==> src/design/rs_10_8_erasure_codec_top_assert.svh <==
// ----------------------------------------------------------------------------
// RS(10,8) erasure codec assertion macros
// Shared concurrent check forms; clk and arst_n are taken from the using scope.
// ----------------------------------------------------------------------------
`ifndef RS_10_8_ERASURE_CODEC_TOP_ASSERT_SVH
`define RS_10_8_ERASURE_CODEC_TOP_ASSERT_SVH

// same-cycle implication
`define RSEC_CHECK(lbl, ante, cons) \
	lbl: assert property (@(posedge clk) disable iff (!arst_n) (ante) |-> (cons)) \
		else $error("rsec check failed");

// next-cycle implication
`define RSEC_CHECK_NEXT(lbl, ante, cons) \
	lbl: assert property (@(posedge clk) disable iff (!arst_n) (ante) |=> (cons)) \
		else $error("rsec next-cycle check failed");

`endif

==> src/design/rsec_pkg.sv <==
// ----------------------------------------------------------------------------
// rsec_pkg
// Types, codes and GF(256) helpers for the RS(10,8) erasure codec.
// ----------------------------------------------------------------------------
`timescale 1ns / 1ps

package rsec_pkg;

	localparam int NUM_DATA = 8;
	localparam int BYTE_W   = 8;
	localparam int DATA_W   = NUM_DATA * BYTE_W;
	localparam int MASK_W   = 10;
	localparam int IDX_W    = 3;

	// field polynomial 0x11D, low byte only
	localparam logic [7:0] POLY_LOW = 8'h1D;
	localparam logic [7:0] INV_EXP  = 8'd254;
	localparam logic [7:0] GEN      = 8'd2;

	typedef logic [7:0] gf_t;
	typedef gf_t coef_tbl_t [NUM_DATA];
	typedef gf_t k_tbl_t [NUM_DATA * NUM_DATA];

	typedef enum logic {
		CMD_ENCODE  = 1'b0,
		CMD_RECOVER = 1'b1
	} cmd_t;

	typedef enum logic [1:0] {
		STATUS_OK        = 2'd0,
		STATUS_TOO_MANY  = 2'd1,
		STATUS_NO_PARITY = 2'd2
	} status_t;

	// per-column control carried down the pipe
	typedef struct packed {
		status_t              status;
		logic                 recalc;   // recompute both parities from data
		logic                 fix_a;    // overwrite byte idx_a with solved value
		logic                 fix_b;    // overwrite byte idx_b with s0 ^ value
		logic                 use_p0;   // single erasure rebuilt from XOR parity
		logic [IDX_W-1:0]     idx_a;
		logic [IDX_W-1:0]     idx_b;
		logic [NUM_DATA-1:0]  keep;     // data bytes that enter the syndromes
	} ctrl_t;

	function automatic gf_t gf_mul(gf_t a_in, gf_t b_in);
		gf_t a;
		gf_t b;
		gf_t p;
		a = a_in;
		b = b_in;
		p = '0;
		for (int k = 0; k < 8; k++) begin
			if (b[0])
				p = p ^ a;
			if (a[7])
				a = {a[6:0], 1'b0} ^ POLY_LOW;
			else
				a = {a[6:0], 1'b0};
			b = {1'b0, b[7:1]};
		end
		return p;
	endfunction

	function automatic gf_t gf_pow(gf_t base_in, logic [7:0] e_in);
		gf_t r;
		gf_t base;
		r = 8'd1;
		base = base_in;
		for (int k = 0; k < 8; k++) begin
			if (e_in[k])
				r = gf_mul(r, base);
			base = gf_mul(base, base);
		end
		return r;
	endfunction

	function automatic gf_t gf_inv(gf_t v);
		return (v == '0) ? '0 : gf_pow(v, INV_EXP);
	endfunction

	function automatic coef_tbl_t build_coef_tbl();
		coef_tbl_t t;
		for (int i = 0; i < NUM_DATA; i++)
			t[i] = gf_pow(GEN, 8'(i));
		return t;
	endfunction

	localparam coef_tbl_t COEF_TBL = build_coef_tbl();

	// index {a,b}: a == b gives 1/coef(a), else 1/(coef(a) ^ coef(b))
	function automatic k_tbl_t build_k_tbl();
		k_tbl_t t;
		for (int a = 0; a < NUM_DATA; a++) begin
			for (int b = 0; b < NUM_DATA; b++) begin
				if (a == b)
					t[a * NUM_DATA + b] = gf_inv(gf_pow(GEN, 8'(a)));
				else
					t[a * NUM_DATA + b] = gf_inv(gf_pow(GEN, 8'(a)) ^ gf_pow(GEN, 8'(b)));
			end
		end
		return t;
	endfunction

	localparam k_tbl_t K_TBL = build_k_tbl();

endpackage

==> src/design/rsec_decode.sv <==
// ----------------------------------------------------------------------------
// rsec_decode
// Stage 1: erasure count, erased index pick, status and column control.
// ----------------------------------------------------------------------------
`timescale 1ns / 1ps

module rsec_decode
	import rsec_pkg::*;
(
	input  logic              clk,
	input  logic              arst_n,
	input  logic              in_valid,
	output logic              in_ready,
	input  logic              cmd,
	input  logic [DATA_W-1:0] data_bytes,
	input  logic [7:0]        parity_zero,
	input  logic [7:0]        parity_one,
	input  logic [MASK_W-1:0] present_mask,
	input  logic              last_column,
	output logic              out_valid,
	input  logic              out_ready,
	output logic [DATA_W-1:0] out_data,
	output logic [7:0]        out_p0,
	output logic [7:0]        out_p1,
	output logic              out_last,
	output ctrl_t             out_ctrl
);

	logic              valid_s1;
	logic [DATA_W-1:0] data_s1;
	logic [7:0]        p0_s1;
	logic [7:0]        p1_s1;
	logic              last_s1;
	ctrl_t             ctrl_s1;

	logic [3:0]        miss;
	logic [3:0]        mdata;
	logic [IDX_W-1:0]  idx_a;
	logic [IDX_W-1:0]  idx_b;
	logic              has_p0;
	logic              has_p1;
	ctrl_t             ctrl_d;

	always_comb begin
		miss  = '0;
		mdata = '0;
		for (int i = 0; i < MASK_W; i++)
			miss = miss + {3'b000, ~present_mask[i]};
		for (int i = 0; i < NUM_DATA; i++)
			mdata = mdata + {3'b000, ~present_mask[i]};
		// lowest erased data shard
		idx_a = '0;
		for (int i = NUM_DATA - 1; i >= 0; i--)
			if (!present_mask[i])
				idx_a = IDX_W'(i);
		// next erased one above it, or idx_a when there is none
		idx_b = idx_a;
		for (int i = NUM_DATA - 1; i >= 0; i--)
			if (!present_mask[i] && (IDX_W'(i) > idx_a))
				idx_b = IDX_W'(i);
	end

	assign has_p0 = present_mask[NUM_DATA];
	assign has_p1 = present_mask[NUM_DATA + 1];

	always_comb begin
		ctrl_d        = '0;
		ctrl_d.status = STATUS_OK;
		ctrl_d.idx_a  = idx_a;
		ctrl_d.idx_b  = idx_b;
		ctrl_d.keep   = present_mask[NUM_DATA-1:0];
		if (cmd == CMD_ENCODE) begin
			ctrl_d.recalc = 1'b1;
			ctrl_d.keep   = '1;
		end else if (miss > 4'd2) begin
			ctrl_d.status = STATUS_TOO_MANY;
		end else if (miss == 4'd0) begin
			ctrl_d.recalc = 1'b0;
		end else if (mdata == 4'd0) begin
			ctrl_d.recalc = 1'b1;
		end else if (mdata == 4'd1) begin
			if (has_p0) begin
				ctrl_d.fix_a  = 1'b1;
				ctrl_d.use_p0 = 1'b1;
				ctrl_d.recalc = 1'b1;
			end else if (has_p1) begin
				ctrl_d.fix_a  = 1'b1;
				ctrl_d.recalc = 1'b1;
			end else begin
				ctrl_d.status = STATUS_NO_PARITY;
			end
		end else begin
			if (!has_p0 || !has_p1) begin
				ctrl_d.status = STATUS_NO_PARITY;
			end else begin
				ctrl_d.fix_a = 1'b1;
				ctrl_d.fix_b = 1'b1;
			end
		end
	end

	assign in_ready = !valid_s1 || out_ready;

	always_ff @(posedge clk or negedge arst_n) begin
		if (!arst_n)
			valid_s1 <= 1'b0;
		else if (in_ready)
			valid_s1 <= in_valid;
	end

	always_ff @(posedge clk) begin
		if (in_ready && in_valid) begin
			data_s1 <= data_bytes;
			p0_s1   <= parity_zero;
			p1_s1   <= parity_one;
			last_s1 <= last_column;
			ctrl_s1 <= ctrl_d;
		end
	end

	assign out_valid = valid_s1;
	assign out_data  = data_s1;
	assign out_p0    = p0_s1;
	assign out_p1    = p1_s1;
	assign out_last  = last_s1;
	assign out_ctrl  = ctrl_s1;

endmodule

==> src/design/rsec_syndrome.sv <==
// ----------------------------------------------------------------------------
// rsec_syndrome
// Stage 2: partial syndromes over surviving bytes, solve constants lookup.
// ----------------------------------------------------------------------------
`timescale 1ns / 1ps

module rsec_syndrome
	import rsec_pkg::*;
(
	input  logic              clk,
	input  logic              arst_n,
	input  logic              in_valid,
	output logic              in_ready,
	input  logic [DATA_W-1:0] in_data,
	input  logic [7:0]        in_p0,
	input  logic [7:0]        in_p1,
	input  logic              in_last,
	input  ctrl_t             in_ctrl,
	output logic              out_valid,
	input  logic              out_ready,
	output logic [DATA_W-1:0] out_data,
	output logic [7:0]        out_p0,
	output logic [7:0]        out_p1,
	output logic              out_last,
	output ctrl_t             out_ctrl,
	output gf_t               out_syn0,
	output gf_t               out_syn1,
	output gf_t               out_k,
	output gf_t               out_cb
);

	logic              valid_s2;
	logic [DATA_W-1:0] data_s2;
	logic [7:0]        p0_s2;
	logic [7:0]        p1_s2;
	logic              last_s2;
	ctrl_t             ctrl_s2;
	gf_t               syn0_s2;
	gf_t               syn1_s2;
	gf_t               k_s2;
	gf_t               cb_s2;

	gf_t syn0_d;
	gf_t syn1_d;
	gf_t k_d;
	gf_t cb_d;

	always_comb begin
		syn0_d = in_p0;
		syn1_d = in_p1;
		for (int i = 0; i < NUM_DATA; i++) begin
			if (in_ctrl.keep[i]) begin
				syn0_d = syn0_d ^ in_data[BYTE_W*i +: BYTE_W];
				syn1_d = syn1_d ^ gf_mul(COEF_TBL[i], in_data[BYTE_W*i +: BYTE_W]);
			end
		end
	end

	assign k_d  = in_ctrl.use_p0 ? 8'd1 : K_TBL[{in_ctrl.idx_a, in_ctrl.idx_b}];
	assign cb_d = in_ctrl.fix_b ? COEF_TBL[in_ctrl.idx_b] : 8'd0;

	assign in_ready = !valid_s2 || out_ready;

	always_ff @(posedge clk or negedge arst_n) begin
		if (!arst_n)
			valid_s2 <= 1'b0;
		else if (in_ready)
			valid_s2 <= in_valid;
	end

	always_ff @(posedge clk) begin
		if (in_ready && in_valid) begin
			data_s2 <= in_data;
			p0_s2   <= in_p0;
			p1_s2   <= in_p1;
			last_s2 <= in_last;
			ctrl_s2 <= in_ctrl;
			syn0_s2 <= syn0_d;
			syn1_s2 <= syn1_d;
			k_s2    <= k_d;
			cb_s2   <= cb_d;
		end
	end

	assign out_valid = valid_s2;
	assign out_data  = data_s2;
	assign out_p0    = p0_s2;
	assign out_p1    = p1_s2;
	assign out_last  = last_s2;
	assign out_ctrl  = ctrl_s2;
	assign out_syn0  = syn0_s2;
	assign out_syn1  = syn1_s2;
	assign out_k     = k_s2;
	assign out_cb    = cb_s2;

endmodule

==> src/design/rsec_solve.sv <==
// ----------------------------------------------------------------------------
// rsec_solve
// Stages 3 and 4: two GF(256) multiplies, one per stage, give the value of
// the lowest erased data byte.
// ----------------------------------------------------------------------------
`timescale 1ns / 1ps

module rsec_solve
	import rsec_pkg::*;
(
	input  logic              clk,
	input  logic              arst_n,
	input  logic              in_valid,
	output logic              in_ready,
	input  logic [DATA_W-1:0] in_data,
	input  logic [7:0]        in_p0,
	input  logic [7:0]        in_p1,
	input  logic              in_last,
	input  ctrl_t             in_ctrl,
	input  gf_t               in_syn0,
	input  gf_t               in_syn1,
	input  gf_t               in_k,
	input  gf_t               in_cb,
	output logic              out_valid,
	input  logic              out_ready,
	output logic [DATA_W-1:0] out_data,
	output logic [7:0]        out_p0,
	output logic [7:0]        out_p1,
	output logic              out_last,
	output ctrl_t             out_ctrl,
	output gf_t               out_syn0,
	output gf_t               out_val
);

	// stage 3
	logic              valid_s3;
	logic              ready_s3;
	logic [DATA_W-1:0] data_s3;
	logic [7:0]        p0_s3;
	logic [7:0]        p1_s3;
	logic              last_s3;
	ctrl_t             ctrl_s3;
	gf_t               syn0_s3;
	gf_t               k_s3;
	gf_t               t_s3;
	gf_t               t_d;

	// stage 4
	logic              valid_s4;
	logic              ready_s4;
	logic [DATA_W-1:0] data_s4;
	logic [7:0]        p0_s4;
	logic [7:0]        p1_s4;
	logic              last_s4;
	ctrl_t             ctrl_s4;
	gf_t               syn0_s4;
	gf_t               val_s4;

	// t = s1 ^ coef(b)*s0 (cb is zero for one erasure); XOR parity path takes s0
	assign t_d = in_ctrl.use_p0 ? in_syn0 : (in_syn1 ^ gf_mul(in_cb, in_syn0));

	assign ready_s3 = !valid_s3 || ready_s4;
	assign ready_s4 = !valid_s4 || out_ready;
	assign in_ready = ready_s3;

	always_ff @(posedge clk or negedge arst_n) begin
		if (!arst_n) begin
			valid_s3 <= 1'b0;
			valid_s4 <= 1'b0;
		end else begin
			if (ready_s3)
				valid_s3 <= in_valid;
			if (ready_s4)
				valid_s4 <= valid_s3;
		end
	end

	always_ff @(posedge clk) begin
		if (ready_s3 && in_valid) begin
			data_s3 <= in_data;
			p0_s3   <= in_p0;
			p1_s3   <= in_p1;
			last_s3 <= in_last;
			ctrl_s3 <= in_ctrl;
			syn0_s3 <= in_syn0;
			k_s3    <= in_k;
			t_s3    <= t_d;
		end
		if (ready_s4 && valid_s3) begin
			data_s4 <= data_s3;
			p0_s4   <= p0_s3;
			p1_s4   <= p1_s3;
			last_s4 <= last_s3;
			ctrl_s4 <= ctrl_s3;
			syn0_s4 <= syn0_s3;
			val_s4  <= gf_mul(k_s3, t_s3);
		end
	end

	assign out_valid = valid_s4;
	assign out_data  = data_s4;
	assign out_p0    = p0_s4;
	assign out_p1    = p1_s4;
	assign out_last  = last_s4;
	assign out_ctrl  = ctrl_s4;
	assign out_syn0  = syn0_s4;
	assign out_val   = val_s4;

endmodule

==> src/design/rsec_rebuild.sv <==
// ----------------------------------------------------------------------------
// rsec_rebuild
// Stage 5: patch erased bytes, recompute parities where asked, output register.
// ----------------------------------------------------------------------------
`timescale 1ns / 1ps
`include "rs_10_8_erasure_codec_top_assert.svh"

module rsec_rebuild
	import rsec_pkg::*;
(
	input  logic              clk,
	input  logic              arst_n,
	input  logic              in_valid,
	output logic              in_ready,
	input  logic [DATA_W-1:0] in_data,
	input  logic [7:0]        in_p0,
	input  logic [7:0]        in_p1,
	input  logic              in_last,
	input  ctrl_t             in_ctrl,
	input  gf_t               in_syn0,
	input  gf_t               in_val,
	output logic              out_valid,
	input  logic              out_ready,
	output logic [DATA_W-1:0] data_out,
	output logic [7:0]        parity_zero_out,
	output logic [7:0]        parity_one_out,
	output logic [1:0]        status,
	output logic              last_out
);

	logic              valid_s5;
	logic [DATA_W-1:0] data_s5;
	logic [7:0]        p0_s5;
	logic [7:0]        p1_s5;
	status_t           status_s5;
	logic              last_s5;
	logic              recalc_s5;

	logic [DATA_W-1:0] fixed_d;
	gf_t               pc0_d;
	gf_t               pc1_d;
	gf_t               chk_p0;

	always_comb begin
		fixed_d = in_data;
		for (int i = 0; i < NUM_DATA; i++) begin
			if (in_ctrl.fix_a && (in_ctrl.idx_a == IDX_W'(i)))
				fixed_d[BYTE_W*i +: BYTE_W] = in_val;
			if (in_ctrl.fix_b && (in_ctrl.idx_b == IDX_W'(i)))
				fixed_d[BYTE_W*i +: BYTE_W] = in_syn0 ^ in_val;
		end
		pc0_d = '0;
		pc1_d = '0;
		for (int i = 0; i < NUM_DATA; i++) begin
			pc0_d = pc0_d ^ fixed_d[BYTE_W*i +: BYTE_W];
			pc1_d = pc1_d ^ gf_mul(COEF_TBL[i], fixed_d[BYTE_W*i +: BYTE_W]);
		end
	end

	assign in_ready = !valid_s5 || out_ready;

	always_ff @(posedge clk or negedge arst_n) begin
		if (!arst_n)
			valid_s5 <= 1'b0;
		else if (in_ready)
			valid_s5 <= in_valid;
	end

	always_ff @(posedge clk) begin
		if (in_ready && in_valid) begin
			data_s5   <= fixed_d;
			p0_s5     <= in_ctrl.recalc ? pc0_d : in_p0;
			p1_s5     <= in_ctrl.recalc ? pc1_d : in_p1;
			status_s5 <= in_ctrl.status;
			last_s5   <= in_last;
			recalc_s5 <= in_ctrl.recalc;
		end
	end

	assign out_valid       = valid_s5;
	assign data_out        = data_s5;
	assign parity_zero_out = p0_s5;
	assign parity_one_out  = p1_s5;
	assign status          = status_s5;
	assign last_out        = last_s5;

	always_comb begin
		chk_p0 = '0;
		for (int i = 0; i < NUM_DATA; i++)
			chk_p0 = chk_p0 ^ data_s5[BYTE_W*i +: BYTE_W];
	end

	`RSEC_CHECK(a_err_no_touch, in_valid && (in_ctrl.status != STATUS_OK), !in_ctrl.fix_a && !in_ctrl.fix_b && !in_ctrl.recalc)
	`RSEC_CHECK(a_two_fix_order, in_valid && in_ctrl.fix_b, in_ctrl.fix_a && (in_ctrl.idx_a < in_ctrl.idx_b) && !in_ctrl.recalc)
	`RSEC_CHECK(a_recalc_p0, valid_s5 && recalc_s5, p0_s5 == chk_p0)
	`RSEC_CHECK_NEXT(a_err_data_pass, in_valid && in_ready && (in_ctrl.status != STATUS_OK), data_s5 == $past(in_data))

endmodule

==> src/design/rs_10_8_erasure_codec_top.sv <==
// ----------------------------------------------------------------------------
// rs_10_8_erasure_codec_top - RS(10,8) GF(256) erasure codec, one byte column
// Pipeline: five register stages; the first loads at the input transfer edge,
//           the fifth is the output register that presents the result.
// Throughput: one column per cycle unless out_ready stalls, paced stage by stage.
// Reset: arst_n clears all stage valid bits asynchronously; payload is not reset.
// ----------------------------------------------------------------------------
`timescale 1ns / 1ps

module rs_10_8_erasure_codec_top
	import rsec_pkg::*;
(
	input  logic              clk,
	input  logic              arst_n,
	// input channel
	input  logic              in_valid,
	output logic              in_ready,
	input  logic              cmd,
	input  logic [DATA_W-1:0] data_bytes,
	input  logic [7:0]        parity_zero,
	input  logic [7:0]        parity_one,
	input  logic [MASK_W-1:0] present_mask,
	input  logic              last_column,
	// result channel
	output logic              out_valid,
	input  logic              out_ready,
	output logic [DATA_W-1:0] data_out,
	output logic [7:0]        parity_zero_out,
	output logic [7:0]        parity_one_out,
	output logic [1:0]        status,
	output logic              last_out
);

	// Pipeline overview
	//   s1 decode   : count erasures, pick erased indices a < b, set status and
	//                 per-column control (which bytes to patch, parity recompute)
	//   s2 syndrome : s0 = p0 ^ XOR of surviving bytes, s1 = p1 ^ sum coef(i)*d[i]
	//                 over surviving bytes; look up k and coef(b)
	//   s3 solve    : t = s1 ^ coef(b)*s0   (t = s0 when XOR parity rebuilds)
	//   s4 solve    : v = k * t             (lowest erased byte)
	//   s5 rebuild  : d[a] = v, d[b] = s0 ^ v; recompute parities where asked
	// Every stage holds its own valid bit and advances when empty or when the
	// next stage moves, so bubbles close up under a stalled output and nothing
	// is dropped or repeated. The stage 5 register is the output register.

	logic              v1;
	logic              r1;
	logic [DATA_W-1:0] d1;
	logic [7:0]        p0_1;
	logic [7:0]        p1_1;
	logic              l1;
	ctrl_t             c1;

	logic              v2;
	logic              r2;
	logic [DATA_W-1:0] d2;
	logic [7:0]        p0_2;
	logic [7:0]        p1_2;
	logic              l2;
	ctrl_t             c2;
	gf_t               syn0_2;
	gf_t               syn1_2;
	gf_t               k_2;
	gf_t               cb_2;

	logic              v4;
	logic              r4;
	logic [DATA_W-1:0] d4;
	logic [7:0]        p0_4;
	logic [7:0]        p1_4;
	logic              l4;
	ctrl_t             c4;
	gf_t               syn0_4;
	gf_t               val_4;

	rsec_decode u_decode (
		.clk          (clk),
		.arst_n       (arst_n),
		.in_valid     (in_valid),
		.in_ready     (in_ready),
		.cmd          (cmd),
		.data_bytes   (data_bytes),
		.parity_zero  (parity_zero),
		.parity_one   (parity_one),
		.present_mask (present_mask),
		.last_column  (last_column),
		.out_valid    (v1),
		.out_ready    (r1),
		.out_data     (d1),
		.out_p0       (p0_1),
		.out_p1       (p1_1),
		.out_last     (l1),
		.out_ctrl     (c1)
	);

	rsec_syndrome u_syndrome (
		.clk       (clk),
		.arst_n    (arst_n),
		.in_valid  (v1),
		.in_ready  (r1),
		.in_data   (d1),
		.in_p0     (p0_1),
		.in_p1     (p1_1),
		.in_last   (l1),
		.in_ctrl   (c1),
		.out_valid (v2),
		.out_ready (r2),
		.out_data  (d2),
		.out_p0    (p0_2),
		.out_p1    (p1_2),
		.out_last  (l2),
		.out_ctrl  (c2),
		.out_syn0  (syn0_2),
		.out_syn1  (syn1_2),
		.out_k     (k_2),
		.out_cb    (cb_2)
	);

	rsec_solve u_solve (
		.clk       (clk),
		.arst_n    (arst_n),
		.in_valid  (v2),
		.in_ready  (r2),
		.in_data   (d2),
		.in_p0     (p0_2),
		.in_p1     (p1_2),
		.in_last   (l2),
		.in_ctrl   (c2),
		.in_syn0   (syn0_2),
		.in_syn1   (syn1_2),
		.in_k      (k_2),
		.in_cb     (cb_2),
		.out_valid (v4),
		.out_ready (r4),
		.out_data  (d4),
		.out_p0    (p0_4),
		.out_p1    (p1_4),
		.out_last  (l4),
		.out_ctrl  (c4),
		.out_syn0  (syn0_4),
		.out_val   (val_4)
	);

	// output register; while a result waits, earlier stages still fill empty slots
	rsec_rebuild u_rebuild (
		.clk             (clk),
		.arst_n          (arst_n),
		.in_valid        (v4),
		.in_ready        (r4),
		.in_data         (d4),
		.in_p0           (p0_4),
		.in_p1           (p1_4),
		.in_last         (l4),
		.in_ctrl         (c4),
		.in_syn0         (syn0_4),
		.in_val          (val_4),
		.out_valid       (out_valid),
		.out_ready       (out_ready),
		.data_out        (data_out),
		.parity_zero_out (parity_zero_out),
		.parity_one_out  (parity_one_out),
		.status          (status),
		.last_out        (last_out)
	);

endmodule
==> config.mk <==
export PLATFORM = sky130hd
export DESIGN_NAME = rs_10_8_erasure_codec_top
export DESIGN_NICKNAME = d
export VERILOG_FILES = /design/src/design/rsec_pkg.sv /design/src/design/rsec_decode.sv /design/src/design/rsec_syndrome.sv /design/src/design/rsec_solve.sv /design/src/design/rsec_rebuild.sv /design/src/design/rs_10_8_erasure_codec_top.sv
export VERILOG_INCLUDE_DIRS = /design/src /design/src/design
export SDC_FILE = /design/constraint.sdc
export NUM_CORES = 1
export LEC_CHECK = 0
export ABC_CLOCK_PERIOD_IN_PS = 7400
export BUFFER_PORTS_ARGS = -buffer_cell sky130_fd_sc_hd__buf_2
export CAP_MARGIN = 10
export CORE_UTILIZATION = 60
export DETAILED_ROUTE_END_ITERATION = 6
export GPL_TIMING_DRIVEN = 0
export MAX_ROUTING_LAYER = met4
export PLACE_DENSITY = 0.79
export SLEW_MARGIN = 20
export SYNTH_ARGS = -nofsm -noshare
export SYNTH_HDL_FRONTEND = slang
export SYNTH_SLANG_ARGS = --single-unit
==> constraint.sdc <==
create_clock -name clk -period 7.4 [get_ports clk]
set_clock_uncertainty 0.2 [all_clocks]
set_input_delay 0.74 -clock clk [delete_from_list [all_inputs] [get_ports clk]]
set_output_delay 0.74 -clock clk [all_outputs]
set_load 0.005 [all_outputs]
## Yosys cells after proc, flatten, opt, wreduce, memory -nomap -nowiden

Memory sizes are Yosys's and may differ from the RTL's. A register that Yosys moved wholly into a read port is not among the register bits.
Cells that the tools add are included.

| operators by class | value |
|---|---|
| add/sub/neg operators | 9 |
| $lt $le $gt $ge | 9 |
| eq/ne operators | 15 |
| muxes and demuxes | 410 |
| bitwise operators | 234 |
| reductions and logical operators | 60 |

Operator list:

| cell | number |
|---|---|
| $mux W8 | 259 |
| $xor A8 B8 Y8 | 102 |
| $mux W5 | 76 |
| $not A4 Y4 | 86 |
| $mux W7 | 13 |
| $mux W6 | 13 |
| $mux W3 | 18 |
| $add A4 B1 Y4 | 8 |
| $logic_and A1 B1 Y1 | 29 |
| $not A1 Y1 const A | 28 |
| $eq A3 B3 Y1 const B | 8 |
| $mux W2 | 12 |
| $mux W4 | 6 |
| $logic_not A1 Y1 | 16 |
| $not A5 Y5 | 3 |
| $mux W1 | 13 |
| $eq A3 B2 Y1 const B | 4 |
| $gt A3 B3 Y1 const A | 4 |
| $not A1 Y1 | 12 |
| $reduce_or A5 Y1 | 2 |
| $logic_not A4 Y1 | 2 |
| $reduce_or A4 Y1 | 2 |
| $not A6 Y7 | 1 |
| $eq A3 B1 Y1 const B | 2 |
| 10 further kinds | 18 |

| storage, ports and cells | value |
|---|---|
| register bits after elaboration | 522 |
| ROM bits | 576 |
| output and inout port bits | 85 |
| logic and storage cells | 802 |
| memories | 2 |

Memories:

| memory | words | bits a word | rd ports | clocked after Yosys merged registers in | write ports | line | text |
|---|---|---|---|---|---|---|---|
| (name not given) | 64 | 8 | 1 | 1 | 0 | rsec_syndrome.sv:59 | `assign k_d = in_ctrl.use_p0 ? 8'd1 : K_TBL[{in_ctrl.idx_a, in_ctrl.idx_b}];` |
| (name not given) | 8 | 8 | 1 | 1 | 0 | rsec_syndrome.sv:60 | `assign cb_d = in_ctrl.fix_b ? COEF_TBL[in_ctrl.idx_b] : 8'd0;` |

## Logic depth before layout (Yosys ltp)

Gate-level depths: netlist of the first run.

| depth | value |
|---|---|
| depth in word-level cells | 39 |
| mapped depth | 14 |

## Modules after synthesis

Synthesis of the first run repeated with hierarchy kept, for this count alone.

| unflattened totals | value |
|---|---|
| cells, all modules | 2,040 |
| area total of the unflattened synthesis | 27,452.6 um^2 |

Modules (own cells, without submodules):

| module | times used | cells each | area an instance (um^2) |
|---|---|---|---|
| rsec_solve | 1 | 623 | 9,973.3 |
| rsec_syndrome | 1 | 598 | 7,278.2 |
| rsec_rebuild | 1 | 605 | 6,384.9 |
| rsec_decode | 1 | 214 | 3,816.2 |

## Worst setup path before layout of the first run

OpenSTA, ideal clock, no wires.

| path | value |
|---|---|
| path type | input to register |
| start point | in out_ready |
| end point | reg u_rebuild.data_s5[0], in the netlist u_rebuild.data_out[0] (enable) |
| setup time | 0.535 ns |
| arrival time | 4.504 ns |
| required time | 6.665 ns |
| slack | 2.161 ns |
| stages | 2 |
| cell sequence | nor2b_1 -> nor2b_1 |

| on the way | value |
|---|---|
| cells in the longest elaborated chain, start to end | 2 |

Ends and longest elaborated chain:

| element | line | text |
|---|---|---|
| from (decl) | rs_10_8_erasure_codec_top.sv:26 | `input logic out_ready,` |
| $logic_or A1 B1 Y1 | rsec_rebuild.sv:60 | `assign in_ready = !valid_s5 \|\| out_ready;` |
| $logic_and A1 B1 Y1 | rsec_rebuild.sv:70 | `if (in_ready && in_valid) begin` |
| to (signal assigned) | rsec_rebuild.sv:71 | `data_s5 <= fixed_d;` |
| to (decl) | rsec_rebuild.sv:32 | `logic [DATA_W-1:0] data_s5;` |

No other way between the ends.
A chain may end at the register's enable or synchronous reset.

## Worst setup path after layout of the first run

| path | value |
|---|---|
| start point | reg u_solve.val_s4[3], in the netlist u_solve.out_val[3] |
| end point | reg u_rebuild.p1_s5[5], in the netlist u_rebuild.parity_one_out[5] (data pin) |

| on the way | value |
|---|---|
| cells in the longest elaborated chain, start to end | 14 |

Ends and longest elaborated chain:

| element | line | text |
|---|---|---|
| from (decl) | rsec_solve.sv:57 | `gf_t val_s4;` |
| from (signal assigned) | rsec_solve.sv:96 | `val_s4 <= gf_mul(k_s3, t_s3);` |
| $mux W8 or $xor A8 B8 Y8 (tied branches) | rsec_rebuild.sv:47, rsec_rebuild.sv:50 |  |
| $mux W8 | rsec_rebuild.sv:49 | `if (in_ctrl.fix_b && (in_ctrl.idx_b == IDX_W'(i)))` |
| $mux W6 | rsec_pkg.sv:55 | `if (b[0])` |
| $mux W7 | rsec_pkg.sv:55 |  |
| $mux W8 | rsec_pkg.sv:55 |  |
| $not A4 Y4 (no line) | n/a |  |
| $mux W6 | rsec_pkg.sv:55 |  |
| $xor A8 B8 Y8 (5 in series) | rsec_rebuild.sv:56 | `pc1_d = pc1_d ^ gf_mul(COEF_TBL[i], fixed_d[BYTE_W*i +: BYTE_W]);` |
| $xor A8 B8 Y8 * | rsec_rebuild.sv:56 |  |
| $mux W8 * | rsec_rebuild.sv:73 | `p1_s5 <= in_ctrl.recalc ? pc1_d : in_p1;` |
| to (signal assigned) | rsec_rebuild.sv:73 |  |
| to (decl) | rsec_rebuild.sv:34 | `logic [7:0] p1_s5;` |

Mark *: on every way between the ends. The rest lies on a longest branch, timed or not.

==> results of run 1 <==
-- kinds of logic (layout without fill, tap and decap cells) --
family	count (synthesis)	in the layout	synth area share, %
DFF	538	538	61.6
muxes	78	78	3.11
adders and majority gates	18	18	0.994
AOI/OAI and AO/OA	217	217	6.31
xor gates and xnor gates	476	476	16.5
buffers and inverters	183	469	3.01
and+or+nand+nor	477	477	8.45
-- critical path, delay by kind of cell (launching register included) --
family	cells	cell delay [ns]
xor gates and xnor gates	4	1.24
muxes	1	0.29
AOI/OAI and AO/OA	1	0.73
buffers and inverters	1	0.57
and+or+nand+nor	2	0.52
DFF	1	0.36
-- area by class of cell --
| cell class | count | area, um2 | share of cell area (%) |
|---|---|---|---|
| repair buffers | 191 | 1160 | 3.88 |
| clock buffers | 62 | 1380 | 4.64 |
| inverters | 69 | 259 | 0.870 |
| well taps | 585 | 732 | 2.46 |
| plain buffers | 114 | 531 | 1.78 |
| clock inverters | 33 | 299 | 1.00 |
| multi-input cells | 1266 | 9290 | 31.2 |
| flip-flops and latches | 538 | 16100 | 54.2 |
-- final timing paths --
kind                       cells past startpoint  slack (ns)                     endpoint
max                                            9        3.21  u_rebuild.parity_one_out[5]
min                                            1        0.11        u_decode.out_data[45]
max reg2reg                                    9        3.21  u_rebuild.parity_one_out[5]
min reg2reg                                    0        0.20         u_solve.out_ctrl[16]
max in group asynchronous                      2        6.60         u_syndrome.out_valid
min in group asynchronous                      2        0.27            u_solve.out_valid
-- Yosys cell counts (all sizes together) (6+ instances only) --
cell type	n
nand4b	6
a221o	6
nor3	12
edfxtp	533
nand2	249
xnor3	10
nand2b	20
and2	14
o211ai	8
and3	12
mux2i	59
a211o	11
nor2	106
nand4bb	6
a221oi	37
xor2	136
mux2	18
inv	69
nor2b	10
a211oi	17
xnor2	330
clkbuf	78
ha	12
o221ai	8
nand3	18
buf	36
a21oi	55
o21ai	46
-- flip-flops by register name, summed over array words and instances (netlist names), 11 cells and up --
name,flops
u_decode.out_data,64
u_rebuild.data_out,64
u_solve.data_s3,64
u_solve.out_data,64
u_syndrome.out_data,64
u_decode.out_ctrl,20
u_syndrome.out_ctrl,12
u_solve.ctrl_s3,11
u_solve.out_ctrl,11
-- metal layers --
| metal | routed length (um) | share of wire [%] | global-route usage (%) |
|---|---|---|---|
| met5 | 0 | 0 | - |
| met4 | 2050 | 3.0 | 9.60 |
| met3 | 4620 | 6.8 | 3.91 |
| met2 | 32100 | 47 | 50.3 |
| met1 | 29400 | 43 | 44.8 |
-- power groups by stage --
stage	registers, mW	clock network (mW)	logic (mW)
after floorplan	4.41	0	3.29
after global placement	4.57	0	4.38
after detailed placement	4.52	0	4.51
after CTS	4.47	2.65	4.55
after global routing	4.51	2.76	4.86
final	4.47	2.62	4.56
-- what timing repair did --
action | 4_1_cts | 5_1_grt
hold endpoints to repair | 5 | 0
endpoints found under the setup margin | 0 | 0
hold buffers | 1 | 0
-- stage by stage --
stage	hold slack, ns	setup slack (ns)	area (um2)	utilization (%)	power (mW)
after floorplan	0.200	2.16	26200	-	7.70
after detailed placement	0.205	2.97	28100	65.2	9.03
after global placement	0.201	0.526	27800	64.6	8.95
after CTS	0.0823	3.30	29800	69.1	11.7
final	0.110	3.21	29800	69.1	11.7
after global routing	0.0886	3.14	29800	69.1	12.1
==> impl_metrics.ini, run 1 <==
[yosys]
syn_area_um2 = 26200
seq_area_frac_synth_pct = 61.6
async_flop_share_pct = 0.929
syn_inst = 1987
synth_top_area_share_pct = 61.1
postSynthAreaPerCell_um2 = 13.2
yosys.area.top_type = edfxtp_1
synth_edf_count = 533
synthFlopType = edfxtp_1
synth-seq-cells = 538
ys_warn_count = 0
synth.distinct_cells = 71
syn_nets = 2100
yosys-top-cells-area = edfxtp_1 (61%), xnor2_1 (11%), xor2_1 (4.5%)

[cts]
cts_buffers = 52
cts_resized = 0
cts.sinks = 538
cts_setup_buffers = 0
cts_buffer_depth = 3
cts_root_buf = clkbuf_16
clock_latency_ns = 0.60
clk_pin_slew_ns = 0.07
htree_levels = 2
cts_tree = yes

[floorplanning]
num_rows = 76
coreArea_um2 = 43100
dieArea_um2 = 44500
die_x_um = 211
die_h_um = 211
io_pins = 181
start_util_pct = 60.8

[sta]
setup_tns_ns = 0
slew_headroom_pct = 24.9
setup_viol = 0
fmax_mhz = 239
hold_viol = 0
worst_slew_pin_slew_ns = 1.12
drv_slew = 0
grt_setup_unrepaired = false
layout_min_cycle_time_ns = 4.19
final.period_utilization_pct = 56.6

[layout]
stdcell_count = 2858
area.growth.synth_to_final_pct = 13.7
layout_commonest_cell = edfxtp_1
fin_nets = 2345
final_cell_mix = edfxtp_1 (533), xnor2_1 (329), nand2_1 (249)
drive_above_1_share_pct = 15.9
fillCellCount = 2970
diodes = 0

[power]
switching_power_mw = 4.01
switching_share_pct = 34.4
pwr-share-comb_pct = 39.1
powerDensity_nw_per_um2 = 391
internal-power_mw = 7.65
irDropWorstVdd_uv = 238
seqPwrFrac_pct = 38.4
clkPwrFrac_pct = 22.5
p_leak_nw = 11.2

[detailed_routing]
drt-vias-per-instance = 5.68
drt-initial-drc-count = 1673
vias = 16200
wl_per_cell_um = 23.8
drtAntennaViolNets = 0
routed_wl_um = 68100
drt-pass1-iter-count = 7
drc = 0

[global_route]
grt_max_degree = 62
grt_pass1_vias = 15700
gr-usage-all-layers_pct = 32.2
grt_pass1_wl_um = 100000
antenna_found_initial = 0
grt_overflow_total = 0

[setup_path]
startpoint = u_solve.out_val[3]
slowest_stage = a221oi_1
crit_top_cell = xnor2_1
crit_path_max_fanout = 10
path_class = reg2reg
cp_cell_sequence = clkbuf_1, nand2b_1, nor2_1, a221oi_1, xnor2_1, xnor2_1, xnor3_1, xnor2_1, mux2_2
crit_arrival_ns = 4.33
cp.required_ns = 7.54
r2r-start = u_solve.out_val[3]
cpPeakStageDelay_ns = 0.73
cp-start-kind = flip-flop
endpoint_kind = flip-flop

[place]
dp_cells = 2762
gp_congestion = 1.00
hpwl_um = 50400
port_buffers = 180

[hold_path]
hold_start = data_bytes[45]
hp-class = in2reg

[job]
drv_cap = 0

[status]
run_status = complete, no violations
(Power assumes the default switching activity.)
==> run 2: changes to the inputs <==
--- a/config.mk
+++ b/config.mk
@@ -6,7 +6,7 @@
 export SDC_FILE = /design/constraint.sdc
 export NUM_CORES = 1
 export LEC_CHECK = 0
-export ABC_CLOCK_PERIOD_IN_PS = 7400
+export ABC_CLOCK_PERIOD_IN_PS = 4000
 export BUFFER_PORTS_ARGS = -buffer_cell sky130_fd_sc_hd__buf_2
 export CAP_MARGIN = 10
 export CORE_UTILIZATION = 60
==> constraint.sdc (replaced) <==
create_clock -name clk -period 4 [get_ports clk]
set_clock_uncertainty 0.2 [all_clocks]
set_input_delay 0.4 -clock clk [delete_from_list [all_inputs] [get_ports clk]]
set_output_delay 0.4 -clock clk [all_outputs]
set_load 0.005 [all_outputs]
==> run 2 against run 1 <==
Against the previous run: the flow now finishes with violations (setup timing); design area is 2.8% higher; clock power is 80% higher; non-clock buffer count is 83 higher; sequential cell count stayed put; fmax is 3.7% higher; first-iteration DRC count is 1.7% lower; wire length is 2.0% higher; count of clock-buffer cells in the layout is 2 lower; register-to-register slack worse by 3.3 ns; sequential power is 88% higher.
==> impl_metrics.ini, run 2 (synthesis results as in run 1) <==
[status]
run_status = complete, but fails checks
violations = setup timing

[sta]
final.period_utilization_pct = 101
slew_headroom_pct = 22.9
layout_min_cycle_time_ns = 4.04
fmax_mhz = 247
setup_viol = 1
postLayoutSetupSlackWorst_ns = -0.0410
setup_tns_ns = -0.0410
hold_ws_ns = 0.0323
drv_slew = 0
hold_viol = 0
worst_slew_pin_slew_ns = 1.15

[place]
gp_congestion = 1.06
place_ws_ns = -0.176
hpwl_um = 49300
dp_cells = 2762
port_buffers = 180

[layout]
drive_above_1_share_pct = 15.9
layout_commonest_cell = edfxtp_1
stdcell_count = 2938
final_cell_mix = edfxtp_1 (533), xnor2_1 (329), nand2_1 (249)
area.growth.synth_to_final_pct = 16.9
fin_nets = 2427
diodes = 0

[setup_path]
path_class = reg2reg
endpoint_kind = flip-flop
crit_top_cell = xnor2_1
crit_path_max_fanout = 10
cp_num_buf_inv = 2
critPathTopFamily = XOR/XNOR gates
cpPeakStageDelay_ns = 0.74
crit_arrival_ns = 4.18
slowest_stage = a221oi_1
cp.required_ns = 4.14
cp_cell_sequence = nand4bb_1, buf_2, buf_2, mux2i_1, a221oi_1, xnor2_1, xnor2_1, xnor3_1, xnor2_1, mux2_2
cp-start-kind = flip-flop

[floorplanning]
io_pins = 181
die_x_um = 211
dieArea_um2 = 44500
start_util_pct = 60.8
coreArea_um2 = 43100
die_h_um = 211
num_rows = 76

[detailed_routing]
routed_wl_um = 69500
drc = 0
vias = 16600
drt-pass1-iter-count = 6
drt-vias-per-instance = 5.66
wl_per_cell_um = 23.6
drtAntennaViolNets = 0
drt-initial-drc-count = 1644

[cts]
cts_buffer_depth = 3
clk_pin_slew_ns = 0.06
cts_root_buf = clkbuf_16
cts_buffers = 51
cts.sinks = 538
cts_tree = yes
htree_levels = 2
clock_latency_ns = 0.62

[power]
power_mw = 21.5
switching_share_pct = 34.7
powerDensity_nw_per_um2 = 703
clkPwrFrac_pct = 21.9
internal-power_mw = 14.1
irDropWorstVdd_uv = 487
p_leak_nw = 11.5
seqPwrFrac_pct = 39.0
switching_power_mw = 7.47
pwr-share-comb_pct = 39.1

[global_route]
antenna_found_initial = 2
grt_pass1_vias = 15900
grt_pass1_wl_um = 102000
grt_max_degree = 62
grt_overflow_total = 0
gr-usage-all-layers_pct = 32.8

[job]
drv_cap = 0

[hold_path]
hp-class = in2reg
[run 2: per-stage QoR]
stage	cell area, um2	util [%]
after global routing	30600	71.1
after detailed placement	28100	65.2
after CTS	30600	71.0
after global placement	27800	64.6
final	30600	71.1
after floorplan	26200	-
[run 2: final timing paths]
check | startpoint | end | slack (ns) | depth (start not counted)
min reg2reg | u_solve.syn0_s3[7] | u_solve.out_syn0[7] | 0.19 | 0
max reg2reg | u_solve.out_ctrl[8] | u_rebuild.parity_one_out[5] | -0.04 | 10
min | present_mask[2] | u_decode.out_ctrl[2] | 0.03 | 3
max | u_solve.out_ctrl[8] | u_rebuild.parity_one_out[5] | -0.04 | 10
max in group asynchronous | arst_n | u_syndrome.out_valid | 2.84 | 3
min in group asynchronous | arst_n | u_decode.out_valid | 0.54 | 3
[run 2: tightest hold or removal path, delay by kind of cell]
family,cells,cell delay (ns)
buffers and inverters,2,0.25
and+or+nand+nor,1,0.07
[run 2: power by group through the flow]
stage,clock [mW],sequential [mW],combinational (mW)
floorplan,0,8.14,6.09
global placement,0,8.43,8.11
detailed placement,0,8.36,8.35
CTS,4.71,8.32,8.39
global route,4.96,8.46,8.95
finish,4.71,8.40,8.42
[run 2: final cells by class]
| cell class | instances | area, um2 |
|---|---|---|
| plain buffers | 110 | 517 |
| well taps | 585 | 732 |
| flip-flops and latches | 538 | 16100 |
| clock inverters | 32 | 251 |
| repair buffers | 278 | 2030 |
| inverters | 69 | 259 |
| multi-input cells | 1266 | 9350 |
| clock buffers | 60 | 1350 |
| fillers | 2914 | 12500 |
[run 2: per-layer routing]
metal	global-route usage [%]	routed length (um)	part of all wire [%]	vias up
met3	4.25	4670	6.7	142
met1	45.2	29600	43	8103
li1	-	-	-	7655
met5	-	0	0	-
met2	50.3	32400	47	727
met4	12.5	2780	4.0	0
[run 2: timing repair]
item | 4_1_cts | 5_1_grt
hold endpoints to repair | 92 | 0
setup endpoints to repair | 4 | 10
hold buffers | 88 | 0
pin swaps | 0 | 4
resized for setup | 3 | 11
setup buffers | 0 | 0
